==> src/text_console_writer_unit_assert.svh <==
// Assertion helpers for the console writer back end.
// They expect clk_i and rst_ni to be visible in the module that uses them.
`ifndef TEXT_CONSOLE_WRITER_UNIT_ASSERT_SVH
`define TEXT_CONSOLE_WRITER_UNIT_ASSERT_SVH
`ifndef SYNTHESIS
`define TCW_ASSERT(label, prop, msg) \
  label: assert property (@(posedge clk_i) disable iff (!rst_ni) (prop)) else $error(msg);
`define TCW_ASSERT_NEXT(label, ante, cons, msg) \
  label: assert property (@(posedge clk_i) disable iff (!rst_ni) (ante) |=> (cons)) \
    else $error(msg);
`else
`define TCW_ASSERT(label, prop, msg)
`define TCW_ASSERT_NEXT(label, ante, cons, msg)
`endif
`endif

==> src/tcw_pkg.sv <==
package tcw_pkg;

  // Field widths of the request and response items.
  localparam int unsigned REQ_TYPE_W = 2;
  localparam int unsigned CHAR_W     = 8;
  localparam int unsigned STYLE_W    = 8;
  localparam int unsigned ROW_W      = 5;
  localparam int unsigned COL_W      = 7;
  localparam int unsigned OFFSET_W   = 11;

  // Widths that cover the largest supported screen (64 rows by 256 columns).
  localparam int unsigned ROW_MAX_W = 6;
  localparam int unsigned COL_MAX_W = 8;
  localparam int unsigned IDX_MAX_W = 14;

  // Request type codes.
  localparam logic [REQ_TYPE_W-1:0] REQ_PUT   = 2'd0;
  localparam logic [REQ_TYPE_W-1:0] REQ_CLEAR = 2'd1;
  localparam logic [REQ_TYPE_W-1:0] REQ_SET   = 2'd2;
  localparam logic [REQ_TYPE_W-1:0] REQ_READ  = 2'd3;

  // Special characters and the attribute used until the first configuration write.
  localparam logic [CHAR_W-1:0]  CH_NULL     = 8'd0;
  localparam logic [CHAR_W-1:0]  CH_NEWLINE  = 8'd10;
  localparam logic [CHAR_W-1:0]  CH_SPACE    = 8'd32;
  localparam logic [STYLE_W-1:0] STYLE_RESET = 8'd15;

  // Entries in the command queue between front and back.
  localparam int unsigned QUEUE_DEPTH = 2;

  // Operation decided by the front end.
  typedef enum logic [2:0] {
    OP_NOP     = 3'd0,
    OP_PUT     = 3'd1,
    OP_NEWLINE = 3'd2,
    OP_CLEAR   = 3'd3,
    OP_SET     = 3'd4,
    OP_READ    = 3'd5
  } op_e;

  typedef struct packed {
    logic [REQ_TYPE_W-1:0] req_type;
    logic [CHAR_W-1:0]     char_code;
    logic [STYLE_W-1:0]    style;
    logic [ROW_W-1:0]      row;
    logic [COL_W-1:0]      col;
  } req_t;

  typedef struct packed {
    logic [OFFSET_W-1:0] cursor_offset;
    logic [CHAR_W-1:0]   cell_char;
    logic [STYLE_W-1:0]  cell_style;
    logic                scrolled;
  } rsp_t;

  // Classified command with the position already saturated and flattened.
  typedef struct packed {
    op_e                  op;
    logic [CHAR_W-1:0]    char_code;
    logic [STYLE_W-1:0]   style;
    logic [ROW_MAX_W-1:0] row;
    logic [COL_MAX_W-1:0] col;
    logic [IDX_MAX_W-1:0] idx;
  } cmd_t;

endpackage

==> src/tcw_queue.sv <==
module tcw_queue
  import tcw_pkg::*;
(
  input  logic clk_i,
  input  logic rst_ni,
  input  cmd_t push_data_i,
  input  logic push_valid_i,
  output logic push_ready_o,
  output cmd_t pop_data_o,
  output logic pop_valid_o,
  input  logic pop_ready_i
);

  localparam int unsigned PtrW = (QUEUE_DEPTH > 1) ? $clog2(QUEUE_DEPTH) : 1;
  localparam int unsigned CntW = $clog2(QUEUE_DEPTH + 1);

  cmd_t            buf_q [QUEUE_DEPTH];
  logic [PtrW-1:0] wr_ptr_q, wr_ptr_d;
  logic [PtrW-1:0] rd_ptr_q, rd_ptr_d;
  logic [CntW-1:0] count_q, count_d;
  logic            push, pop;

  assign push_ready_o = count_q != CntW'(QUEUE_DEPTH);
  assign pop_valid_o  = count_q != '0;
  assign pop_data_o   = buf_q[rd_ptr_q];
  assign push         = push_valid_i && push_ready_o;
  assign pop          = pop_valid_o && pop_ready_i;

  // Pointer and fill count update.
  always_comb begin
    wr_ptr_d = wr_ptr_q;
    rd_ptr_d = rd_ptr_q;
    count_d  = count_q;
    if (push) begin
      wr_ptr_d = (wr_ptr_q == PtrW'(QUEUE_DEPTH - 1)) ? '0 : wr_ptr_q + PtrW'(1);
    end
    if (pop) begin
      rd_ptr_d = (rd_ptr_q == PtrW'(QUEUE_DEPTH - 1)) ? '0 : rd_ptr_q + PtrW'(1);
    end
    if (push && !pop) begin
      count_d = count_q + CntW'(1);
    end else if (pop && !push) begin
      count_d = count_q - CntW'(1);
    end
  end

  always_ff @(posedge clk_i or negedge rst_ni) begin
    if (!rst_ni) begin
      wr_ptr_q <= '0;
      rd_ptr_q <= '0;
      count_q  <= '0;
    end else begin
      wr_ptr_q <= wr_ptr_d;
      rd_ptr_q <= rd_ptr_d;
      count_q  <= count_d;
    end
  end

  // Entry storage.
  always_ff @(posedge clk_i) begin
    if (push) begin
      buf_q[wr_ptr_q] <= push_data_i;
    end
  end

endmodule

==> config.mk <==
export PLATFORM = sky130hd
export DESIGN_NAME = tcw_queue
export DESIGN_NICKNAME = d
export VERILOG_FILES = /design/src/text_console_writer_unit_assert.svh /design/src/tcw_pkg.sv /design/src/tcw_queue.sv
export SDC_FILE = /design/constraint.sdc
export NUM_CORES = 1
export LEC_CHECK = 0
export BUFFER_PORTS_ARGS = -buffer_cell sky130_fd_sc_hd__buf_2
export CORE_MARGIN = 8
export CORE_UTILIZATION = 40
export DETAILED_ROUTE_END_ITERATION = 12
export PLACE_DENSITY = 0.7
export SETUP_SLACK_MARGIN = 0.3
export SYNTH_ARGS = -nofsm -noshare
export SYNTH_HDL_FRONTEND = slang
export SYNTH_SLANG_ARGS = --single-unit
export TNS_END_PERCENT = 1
==> constraint.sdc <==
create_clock -name clk_i -period 4.48 [get_ports clk_i]
set_input_delay 0.672 -clock clk_i [delete_from_list [all_inputs] [get_ports clk_i]]
set_output_delay 0.672 -clock clk_i [all_outputs]
set_load 0.02 [all_outputs]
==> results by group <==
Global route
  • First-pass GRT wire length: around 10 mm
  • Initial antenna violation count: 0
  • Largest net degree at the start of global routing: 48
  • Total gr overflow: 0
  • Vias in the first global route: 2011
  • GRT Overall Usage: 0.1024

Critical path
  • WP buf/inv: 2
  • Max stage delay on crit path: 1.17 ns
  • CP Depth: 3
  • Critical path, cell by cell: buf_4 > mux2_4 > buf_2
  • R2r startpoint: count_q[0]$_DFFE_PN0P_
  • Critical Path RT: between 3 and 4 ns
  • Crit-path leading delay family: flip-flops
  • WS Path Type: register to output port
  • CP Launch Point: rd_ptr_q$_DFFE_PN0P_
  • CP Launch Type: register
  • Critical Path Fanout Max: 46
  • CP Capture Type: output port
  • Worst r2r path cells: 4
  • Critical Path AT: between 2 and 2.5 ns
  • Slowest CP cell: dfrtp_2

Clock network
  • Cts hold-fix bufs: 0
  • Setup bufs post-CTS: 0
  • Clk root buf: clkbuf_8
  • H-tree depth: 3
  • # resized after CTS: 0
  • Total CTS buffers: 9
  • Clock-pin transition on the worst setup and hold timing paths: approximately 0.08 ns
  • CTS Buffer Depth: 2
  • CTS tree: built
  • Clock sink count: 98
  • Clk Latency, worst-skew pair: 0.34 ns

Placement
  • PortBufs: slightly below 100
  • Placed cells: 371
  • Routability Congestion: approximately 0.64
  • Placed cell areas: between 0.004 and 0.005 mm2
  • Placement Setup Slack: ~1.8 ns
  • Dpl hpwl: 4.271 mm

STA
  • Final hold violation count: 0
  • Post-route clock period utilization: 0.6573
  • Worst Max-Slew Pin Slew: 1.209 ns
  • Setup ws final: ~1.5 ns
  • Skew final: around 0.0082 ns
  • RSZ-0062 raised after global routing: no
  • Slew margin rel.: 0.1943
  • Slew Viols, Final: 0
  • Final setup TNS: 0 ns
  • Minimum clock period: 2.945 ns
  • Min Hold Slack: about 0.12 ns
  • Final setup violation count: 0
  • Highest clock rate: between 300 and 400 MHz

Floorplanning
  • Starting Density: 0.4043
  • DIE AREA: approximately 0.012 mm2
  • IO Pins: 100
  • Die Wd: between 100 and 150 um
  • FP Rows: 35
  • Die span in y: around 110 um
  • Placeable Area: 0.009065 mm2

Synth
  • Most common cell in the netlist: edfxtp_1
  • Synth top area share: 0.7702
  • Sequential fraction of the synthesis area: 0.7975
  • Synth warnings: 0
  • Synthesized area: approximately 0.0037 mm2
  • Register bit total from synthesis: between 90 and 100
  • Synthesized instance count: ~160
  • Post-synth EDFFs: 94
  • Synth area leaders: edfxtp_1 (77%), mux2_2 (8.3%), mux2_4 (8.2%)
  • Ys async rst share: 0.04082
  • Most used DFF post-synth: edfxtp_1
  • Leading area contributor after synthesis: edfxtp_1
  • Distinct cell type count of the synthesized netlist: 15
  • Syn nets: approximately 220
  • Average size of a mapped cell: approximately 22 um2
  • Commonest cells in the netlist: edfxtp_1 (94), mux2_2 (27), mux2_4 (20), dfrtp_1 (4)

Flow run
  • Max_cap viols: 0

Pwr
  • VDD IR max: about 450 uV
  • Pwr per Cell Area: approximately 660 mW/mm2
  • P_leak: 0.001737 uW

Layout
  • Area Overhead vs Synth: 22.16%
  • Share of layout cells above drive strength 1: 0.5949
  • N_diodes: 0
  • Final non-filler cell total: between 300 and 400
  • Final nets: between 300 and 400
  • Post-Layout Inst Area: 0.004477 mm2
  • Fillers: between 700 and 800

Routing
  • TritonRoute pass-1 iters: 3
  • Routed WL: roughly 6.4 mm
  • 1st-iter DRT viols: between 100 and 150
  • DRC: 0
  • Via count: between 1.5k and 2k
  • Post-detailed-route wirelength per cell: 16.54 um
  • DR vias/cell: 4.600
  • DRT antenna net count: 0

Status
  • Status: completed

Hold path
  • HP Class: primary input to async pin
[per-layer routing]
metal | global-route usage | vias up | part of all wire
li1 | - | 848 | -
met1 | 0.1129 | 855 | 0.40
met2 | 0.1712 | 59 | 0.51
met3 | 0.04167 | 9 | 0.074
met4 | 0.04376 | 0 | 0.013
met5 | 0 | - | 0
[placed cells by master, fill, tap and decap left out]
| cell | n |
|---|---|
| mux2_4 | 20 |
| dfrtp_2 | 1 |
| buf_4 | 2 |
| buf_2 | 99 |
| inv_1 | 1 |
| dfrtp_1 | 3 |
| clkbuf_1 | 1 |
| nand2b_1 | 1 |
| nor2_4 | 1 |
| xnor2_1 | 3 |
| clkbuf_8 | 9 |
| clkinv_2 | 1 |
| or2_1 | 1 |
| edfxtp_1 | 94 |
| bufinv_16 | 2 |
| nand2_1 | 2 |
| and3_2 | 1 |
| clkinv_1 | 1 |
| xor2_1 | 2 |
| nor2_1 | 1 |
| mux2_2 | 27 |
| ha_1 | 1 |
[metrics by stage]
step / util / power (uW)
after global routing: 0.4939 / 3120
after CTS: 0.4939 / 3019
after floorplan: - / 2128
after detailed placement: 0.4722 / 2447
after global placement: 0.4722 / 2425
final: 0.4939 / 2966
[area by class of cell]
cell class / instances / area [um2] / area share
sequential: 98 / 2924 / 0.6532
multi-input combinational: 60 / 703.2 / 0.1571
timing repair buffer: 101 / 510.5 / 0.1140
tap: 111 / 138.9 / 0.03102
clock buffer: 10 / 127.6 / 0.02851
clock inverter: 4 / 68.82 / 0.01537
inverter: 1 / 3.754 / 0.0008385
[state kept, by name (all words and copies together) (netlist names)]
register,count
buf_q,94
count_q,2
rd_ptr_q,1
wr_ptr_q,1
[worst paths after layout]
kind                       slack [ns]                      to
setup / recovery                 1.54           pop_data_o[8]
hold / removal                   0.12    wr_ptr_q$_DFFE_PN0P_
setup reg to reg                 2.41  buf_q[0][40]$_DFFE_PP_
hold reg to reg                  0.52  count_q[1]$_DFFE_PN0P_
max in group asynchronous        4.23    rd_ptr_q$_DFFE_PN0P_
min in group clk_i               0.51   buf_q[1][3]$_DFFE_PP_
[report_power, final]
group | internal, uW | leakage (uW) | switching (uW)
combinational | 450 | 0.000718 | 536
sequential | 1260 | 0.000919 | 150
clock | 306 | 0.0000996 | 268
total | 2010 | 0.00174 | 955
[logic make-up after synthesis]
kind of cell / synth area share
buffers and inverters: 0.01297
xor gates and xnor gates: 0.01195
DFF: 0.7975
and+or+nand+nor: 0.009223
muxes: 0.1649
adders and majority gates: 0.003414
No activity file was read; power rests on OpenSTA's default activity.
