[config.mk]
export PLATFORM = sky130hd
export DESIGN_NAME = tcw_front_flat
export DESIGN_NICKNAME = d
export VERILOG_FILES = /design/src/text_console_writer_unit_assert.svh /design/src/tcw_pkg.sv /design/src/tcw_if.sv /design/src/tcw_front.sv /design/src/flat_wrapper.sv
export SDC_FILE = /design/constraint.sdc
export NUM_CORES = 1
export LEC_CHECK = 0
export BUFFER_PORTS_ARGS = -buffer_cell sky130_fd_sc_hd__buf_2
export CAP_MARGIN = 20
export CORE_MARGIN = 3
export CORE_UTILIZATION = 35
export DETAILED_ROUTE_END_ITERATION = 12
export PLACE_DENSITY_LB_ADDON = 0.12
export SETUP_SLACK_MARGIN = 0.15
export SYNTH_ARGS = -nofsm -noshare
export SYNTH_HDL_FRONTEND = slang
export SYNTH_SLANG_ARGS = --single-unit
[constraint.sdc]
create_clock -name vclk -period 2.49
set_input_delay 0.249 -clock vclk [all_inputs]
set_output_delay 0.249 -clock vclk [all_outputs]
set_load 0.02 [all_outputs]
[src/text_console_writer_unit_assert.svh]
// Assertion helpers for the console writer back end.
// They expect clk_i and rst_ni to be visible in the module that uses them.
`ifndef TEXT_CONSOLE_WRITER_UNIT_ASSERT_SVH
`define TEXT_CONSOLE_WRITER_UNIT_ASSERT_SVH
`ifndef SYNTHESIS
`define TCW_ASSERT(label, prop, msg) \
  label: assert property (@(posedge clk_i) disable iff (!rst_ni) (prop)) else $error(msg);
`define TCW_ASSERT_NEXT(label, ante, cons, msg) \
  label: assert property (@(posedge clk_i) disable iff (!rst_ni) (ante) |=> (cons)) \
    else $error(msg);
`else
`define TCW_ASSERT(label, prop, msg)
`define TCW_ASSERT_NEXT(label, ante, cons, msg)
`endif
`endif

[src/tcw_pkg.sv]
package tcw_pkg;

  // Field widths of the request and response items.
  localparam int unsigned REQ_TYPE_W = 2;
  localparam int unsigned CHAR_W     = 8;
  localparam int unsigned STYLE_W    = 8;
  localparam int unsigned ROW_W      = 5;
  localparam int unsigned COL_W      = 7;
  localparam int unsigned OFFSET_W   = 11;

  // Widths that cover the largest supported screen (64 rows by 256 columns).
  localparam int unsigned ROW_MAX_W = 6;
  localparam int unsigned COL_MAX_W = 8;
  localparam int unsigned IDX_MAX_W = 14;

  // Request type codes.
  localparam logic [REQ_TYPE_W-1:0] REQ_PUT   = 2'd0;
  localparam logic [REQ_TYPE_W-1:0] REQ_CLEAR = 2'd1;
  localparam logic [REQ_TYPE_W-1:0] REQ_SET   = 2'd2;
  localparam logic [REQ_TYPE_W-1:0] REQ_READ  = 2'd3;

  // Special characters and the attribute used until the first configuration write.
  localparam logic [CHAR_W-1:0]  CH_NULL     = 8'd0;
  localparam logic [CHAR_W-1:0]  CH_NEWLINE  = 8'd10;
  localparam logic [CHAR_W-1:0]  CH_SPACE    = 8'd32;
  localparam logic [STYLE_W-1:0] STYLE_RESET = 8'd15;

  // Entries in the command queue between front and back.
  localparam int unsigned QUEUE_DEPTH = 2;

  // Operation decided by the front end.
  typedef enum logic [2:0] {
    OP_NOP     = 3'd0,
    OP_PUT     = 3'd1,
    OP_NEWLINE = 3'd2,
    OP_CLEAR   = 3'd3,
    OP_SET     = 3'd4,
    OP_READ    = 3'd5
  } op_e;

  typedef struct packed {
    logic [REQ_TYPE_W-1:0] req_type;
    logic [CHAR_W-1:0]     char_code;
    logic [STYLE_W-1:0]    style;
    logic [ROW_W-1:0]      row;
    logic [COL_W-1:0]      col;
  } req_t;

  typedef struct packed {
    logic [OFFSET_W-1:0] cursor_offset;
    logic [CHAR_W-1:0]   cell_char;
    logic [STYLE_W-1:0]  cell_style;
    logic                scrolled;
  } rsp_t;

  // Classified command with the position already saturated and flattened.
  typedef struct packed {
    op_e                  op;
    logic [CHAR_W-1:0]    char_code;
    logic [STYLE_W-1:0]   style;
    logic [ROW_MAX_W-1:0] row;
    logic [COL_MAX_W-1:0] col;
    logic [IDX_MAX_W-1:0] idx;
  } cmd_t;

endpackage

[src/tcw_if.sv]
// Request channel.
interface tcw_req_if
  import tcw_pkg::*;
();
  logic valid;
  logic ready;
  req_t payload;

  modport source (output valid, output payload, input ready);
  modport sink (input valid, input payload, output ready);
endinterface


[src/tcw_front.sv]
module tcw_front
  import tcw_pkg::*;
#(
  parameter int unsigned ROWS = 25,
  parameter int unsigned COLS = 80
) (
  tcw_req_if.sink    req_i,
  input  logic       init_i,
  output cmd_t       cmd_o,
  output logic       cmd_valid_o,
  input  logic       cmd_ready_i
);

  logic [ROW_MAX_W-1:0] row_sat;
  logic [COL_MAX_W-1:0] col_sat;

  // No item is taken while the store is being cleared after reset.
  assign req_i.ready = cmd_ready_i && !init_i;
  assign cmd_valid_o = req_i.valid && !init_i;

  // Clamp the requested position to the screen.
  always_comb begin
    if (ROW_MAX_W'(req_i.payload.row) > ROW_MAX_W'(ROWS - 1)) begin
      row_sat = ROW_MAX_W'(ROWS - 1);
    end else begin
      row_sat = ROW_MAX_W'(req_i.payload.row);
    end
    if (COL_MAX_W'(req_i.payload.col) > COL_MAX_W'(COLS - 1)) begin
      col_sat = COL_MAX_W'(COLS - 1);
    end else begin
      col_sat = COL_MAX_W'(req_i.payload.col);
    end
  end

  // Classify the item into one operation for the back end.
  always_comb begin
    cmd_o.char_code = req_i.payload.char_code;
    cmd_o.style     = req_i.payload.style;
    cmd_o.row       = row_sat;
    cmd_o.col       = col_sat;
    cmd_o.idx       = IDX_MAX_W'(32'(row_sat) * COLS + 32'(col_sat));
    unique case (req_i.payload.req_type)
      REQ_PUT: begin
        if (req_i.payload.char_code == CH_NULL) begin
          cmd_o.op = OP_NOP;
        end else if (req_i.payload.char_code == CH_NEWLINE) begin
          cmd_o.op = OP_NEWLINE;
        end else begin
          cmd_o.op = OP_PUT;
        end
      end
      REQ_CLEAR: cmd_o.op = OP_CLEAR;
      REQ_SET:   cmd_o.op = OP_SET;
      REQ_READ:  cmd_o.op = OP_READ;
      default:   cmd_o.op = OP_NOP;
    endcase
  end

endmodule

[src/flat_wrapper.sv]
// flat-port wrapper written by rule: the top's interface ports become plain ports
module tcw_front_flat import tcw_pkg::*;
#(
  parameter int unsigned ROWS = 25,
  parameter int unsigned COLS = 80
)
  (init_i, cmd_o, cmd_valid_o, cmd_ready_i, req_i_valid, req_i_payload, req_i_ready);
  tcw_req_if req_i_i ();
  input  logic init_i;
  output cmd_t cmd_o;
  output logic cmd_valid_o;
  input  logic cmd_ready_i;
  input wire logic [$bits(req_i_i.valid)-1:0] req_i_valid;
  input wire logic [$bits(req_i_i.payload)-1:0] req_i_payload;
  output wire logic [$bits(req_i_i.ready)-1:0] req_i_ready;
  assign req_i_i.valid = req_i_valid;
  assign req_i_i.payload = req_i_payload;
  assign req_i_ready = req_i_i.ready;
  tcw_front #(.ROWS(ROWS), .COLS(COLS)) u_core (.req_i(req_i_i), .init_i(init_i), .cmd_o(cmd_o), .cmd_valid_o(cmd_valid_o), .cmd_ready_i(cmd_ready_i));
endmodule
==> results.toml, run 1 <==
[sta]
drv_slew = 0
period_needed_ns = 2.553
fmax_ghz = 0.3917
finalSetupViolCount = 3
hold_viol = 0
worst_slack_ns = -0.06279
rsz0062_at_grt = "true"
fin_crit_sh = 1.025
tns_ns = -0.1607

[detailed_routing]
drt-initial-drc-count = 6
drtPass1Iterations = 2
vias = 762
wirelength_mm = 2.127
wire_per_inst_um = 12.37
vias_per_cell = 4.430
drc = 0
antenna_left = 0

[placement]
gp_congestion = 0.7172
dp.cells = 166
io_buffers = 62
hpwlAfterDp_mm = 1.769

[yosys]
synth_area_leaders = "buf_4 26%, ha_1 15%, xnor2_1 6.4%"
synth_top_area_frac = 0.2613
syn-cell-area_um2 = 689.4
yosysTopAreaCell = "buf_4"
synth.avg_cell_area_um2 = 7.334
synth_cells = 94
ys_seq_area_frac = 0
ys_types = 27
ys_warn_count = 0

[finish]
mostFrequentLayoutCells = "56 x buf_2, 16 x buf_4, 7 x inv_1, 6 x nand2b_1"
drive_gt1_frac = 0.6667
seqCellArea_um2 = 0
layout_commonest_cell = "buf_2"
final_cells = 172
finalNetCount = 192
n_antenna_cell = 0
final_util = 0.6486
clkbuf_count = 0
nFlopsAndLatches = 0
syn_to_final_growth_pct = 69.51

[floorplan]
fp.dieW_um = 50.38
die_area_um2 = 2538
io_pins = 82
initial_core_util = 0.3826
coreArea_um2 = 1802
rows = 15
die_y_um = 50.38

[grt]
grt_overflow = 0
antenna_found_initial = 0
grt.total_usage = 0.1568
first_global_vias = 674
grt_max_degree = 7
grt_pass1_wl_mm = 3.194

[power_and_ir_drop]
p_per_area_nw_per_um2 = 315.3
leakagePower_nw = 0.6191
max-vdd-ir-drop_mv = 0.2143

[setup_path]
required_ns = 2.24
start_kind = "input pin"
cp_max_fo = 4
arrival_ns = 2.30
path_class = "in -> out"
worstSetupEndpointType = "output pin"

[min_path]
hold_class = "in -> out"
hold_start = "req_i_payload[13]"
worstHoldEndpoint = "cmd_o[29]"
holdPathStages = 0

[flow_run]
drv_cap = 0

[outcome]
outcome = "finished, violations left"
violations = "setup timing"
==> routing by layer <==
layer  global-route usage  routed length, µm  up-vias
met1               0.1828                759      340
met2               0.3109               1145       37
met4             0.008969                  2        0
met3              0.02077                219        2
met5                    0                  0        -
li1                     -                  -      383
==> worst max-delay path: stages <==
cell and delay, ns:
buf_8 0.09, nand2_8 0.06, nand2_8 0.07, inv_6 0.03
ha_4 0.26, ha_4 0.13, inv_2 0.04, fa_2 0.41
xor2_2 0.18, a2111oi_4 0.34, xnor3_2 0.30, buf_6 0.14
==> area by class of cell <==
class / count / area, µm²
well taps: 25 / 31.28
multi-input cells: 58 / 615.6
fillers: 163 / 633.1
inverters: 11 / 46.29
repair buffers: 78 / 475.5
==> metrics by stage <==
stage	setup slack, ns	hold WS, ns	instance area [µm²]	power [W]
detailed placement	-0.1398	0.4982	1039	0.0003098
global route	-0.1366	0.4980	1169	0.0003955
CTS	-0.05376	0.4982	1127	0.0003498
floorplan	0.1099	0.5496	827.0	0.0002401
finish	-0.06279	0.4980	1169	0.0003685
global placement	-0.08698	0.4982	1039	0.0003050
==> how the worst max path moves through the flow <==
stage	from	to	slack, ns	cells after the start
2_1_floorplan	req_i_payload[11]	cmd_o[9]	0.11	10
3_3_place_gp	req_i_payload[10]	cmd_o[9]	-0.09	12
5_1_grt	req_i_payload[10]	cmd_o[10]	-0.14	12
3_5_place_dp	req_i_payload[10]	cmd_o[9]	-0.14	12
4_1_cts	req_i_payload[11]	cmd_o[10]	-0.05	12
6_report	req_i_payload[10]	cmd_o[10]	-0.06	12
==> repair_timing <==
| item | in CTS | in global routing |
|---|---|---|
| hold buffers | 0 | 0 |
| gates resized for setup | 14 | 6 |
| cloned | 0 | 0 |
| endpoints found under the setup margin | 3 | 4 |
| pin swaps | 5 | 5 |
| buffers inserted | 5 | 1 |
==> power breakdown <==
part	internal (W)	leakage, nW	switching [W]
combinational	0.000172	0.619	0.000197
clock	0	0	0
sequential	0	0	0
total	0.000172	0.619	0.000197
==> cell usage after synthesis (2+ instances only) <==
cell / instances
buf_4: 24
inv_1: 11
ha_1: 8
nand2b_1: 6
a21oi_1: 5
xnor2_1: 5
clkbuf_1: 4
nor2b_1: 4
and2_1: 3
and3_1: 2
fa_1: 2
nand2_1: 2
nor2_1: 2
o21ai_0: 2
xor2_1: 2
==> cell families (layout without fill, tap and decap cells) <==
kind of cell               Yosys count  after routing  share of synthesized area
AOI/OAI and AO/OA                   13             13                     0.1307
xor gates and xnor gates             8              8                     0.1216
adders and majority gates           10             10                     0.2033
buffers and inverters               39             89                     0.3430
other                                1              4                   0.005439
and+or+nand+nor                     23             23                     0.1960
(Power assumes the default switching activity.)
==> run 2: changes to the inputs <==
- CORE_UTILIZATION: 35 -> 32
- clock period: 2.49 -> 2.2 ns (I/O delays scaled with it)
==> run 2 against run 1 <==
First-iteration DRC count unchanged. Count of clock-buffer cells in the layout unchanged. Wire length down 6.7%. Worst hold slack worse by 0.058 ns. Design area down 1.3%. Combinational power up 6.0%. Die area up 8.2%. Flip-flop and latch count unchanged. Via count up 3.1%. The run still ends with setup timing left.
==> results.toml, run 2 (synthesis results as in run 1) <==
[detailed_routing]
drt-initial-drc-count = 6
vias_per_cell = 4.517
wire_per_inst_um = 11.41
wirelength_mm = 1.985
antenna_left = 0
vias = 786
drc = 0
drtPass1Iterations = 4

[sta]
period_needed_ns = 2.440
hold_viol = 0
fmax_ghz = 0.4099
finalSetupViolCount = 3
drv_slew = 0
rsz0062_at_grt = "true"
worst_slack_ns = -0.2397
fin_crit_sh = 1.109
tns_ns = -0.6490

[finish]
seqCellArea_um2 = 0
syn_to_final_growth_pct = 67.33
layout_commonest_cell = "buf_2"
mostFrequentLayoutCells = "57 x buf_2, 19 x buf_4, 8 x inv_1"
nFlopsAndLatches = 0
finalNetCount = 192
clkbuf_count = 0
design_area_um2 = 1154
final_cells = 174
n_fill_cell = 187
drive_gt1_frac = 0.6735
n_antenna_cell = 0

[grt]
grt_max_degree = 7
grt.total_usage = 0.1318
grt_pass1_wl_mm = 2.856
grt_overflow = 0
antenna_found_initial = 0
first_global_vias = 710

[placement]
io_buffers = 62
place_area_um2 = 1070
hpwlAfterDp_mm = 1.805
dp.cells = 171
gp_congestion = 0.7875

[setup_path]
path_class = "in -> out"
critPathMostFrequentCell = "ha_4"
worstSetupEndpointType = "output pin"
arrival_ns = 2.22
cp_slowest_cell = "fa_2"
start_kind = "input pin"
cp_num_buf_inv = 4
crit_chain = "buf_8 > nand2_8 > nand2_4 > inv_6 > ha_4 > ha_4 > inv_2 > fa_2 > and3b_1 > a32oi_4 > xor2_2 > buf_4"
cp_max_fo = 4
cp_top_family = "adder cells"
slowest_delay_ns = 0.57
required_ns = 1.98

[power_and_ir_drop]
p_per_area_nw_per_um2 = 338.2
leakagePower_nw = 0.6243
max-vdd-ir-drop_mv = 0.1823

[min_path]
hold_class = "in -> out"

[flow_run]
drv_cap = 0

[floorplan]
die_y_um = 52.42
initial_core_util = 0.3444
coreArea_um2 = 2002
rows = 16
fp.dieW_um = 52.42
io_pins = 82
die_area_um2 = 2747

[outcome]
violations = "setup timing"
outcome = "finished, violations left"

[clock_network]
hold_buffers = 0
[run 2: cell counts in the layout (fill, tap and decap cells not counted)]
No cell type changed its count.
[run 2: final timing paths]
check / from / endpoint / slack, ns / cells after the start
setup / recovery: req_i_payload[11] / cmd_o[9] / -0.24 / 12
hold / removal: req_i_payload[17] / cmd_o[33] / 0.44 / 0
[run 2: final cells by class]
class                      count  area (µm²)  share of cell area
multi-input combinational     58       615.6              0.5336
timing repair buffer          78       457.9              0.3970
inverter                      11       46.29             0.04013
tap                           27       33.78             0.02928
[run 2: report_power, final]
group / internal [W] / switching [W] / total [W]
sequential: 0 / 0 / 0
clock: 0 / 0 / 0
combinational: 0.000175 / 0.000215 / 0.000390
[run 2: timing repair]
item                       in CTS  in global routing
gates resized for setup        11                  3
buffers inserted                3                  0
pin swaps                       5                  1
setup endpoints to repair       4                  4
[run 2: layer usage]
layer / part of all wire / track usage / vias to the layer above / wire length, µm
met5: 0 / 0 / - / 0
met4: 0.026 / 0.03830 / 0 / 51
met3: 0.12 / 0.01709 / 6 / 240
met2: 0.48 / 0.2500 / 53 / 957
met1: 0.37 / 0.1499 / 347 / 735
li1: - / - / 380 / -
[run 2: through the flow]
step | hold WS, ns | total power (W) | setup WS [ns] | utilization
6_report | 0.4400 | 0.0003901 | -0.2397 | 0.5763
5_1_grt | 0.4400 | 0.0004204 | -0.3038 | 0.5763
4_1_cts | 0.4401 | 0.0003808 | -0.2722 | 0.5631
3_5_place_dp | 0.4401 | 0.0003601 | -0.3630 | 0.5344
3_3_place_gp | 0.4401 | 0.0003548 | -0.3086 | 0.5344
2_1_floorplan | 0.4742 | 0.0002730 | -0.1220 | -
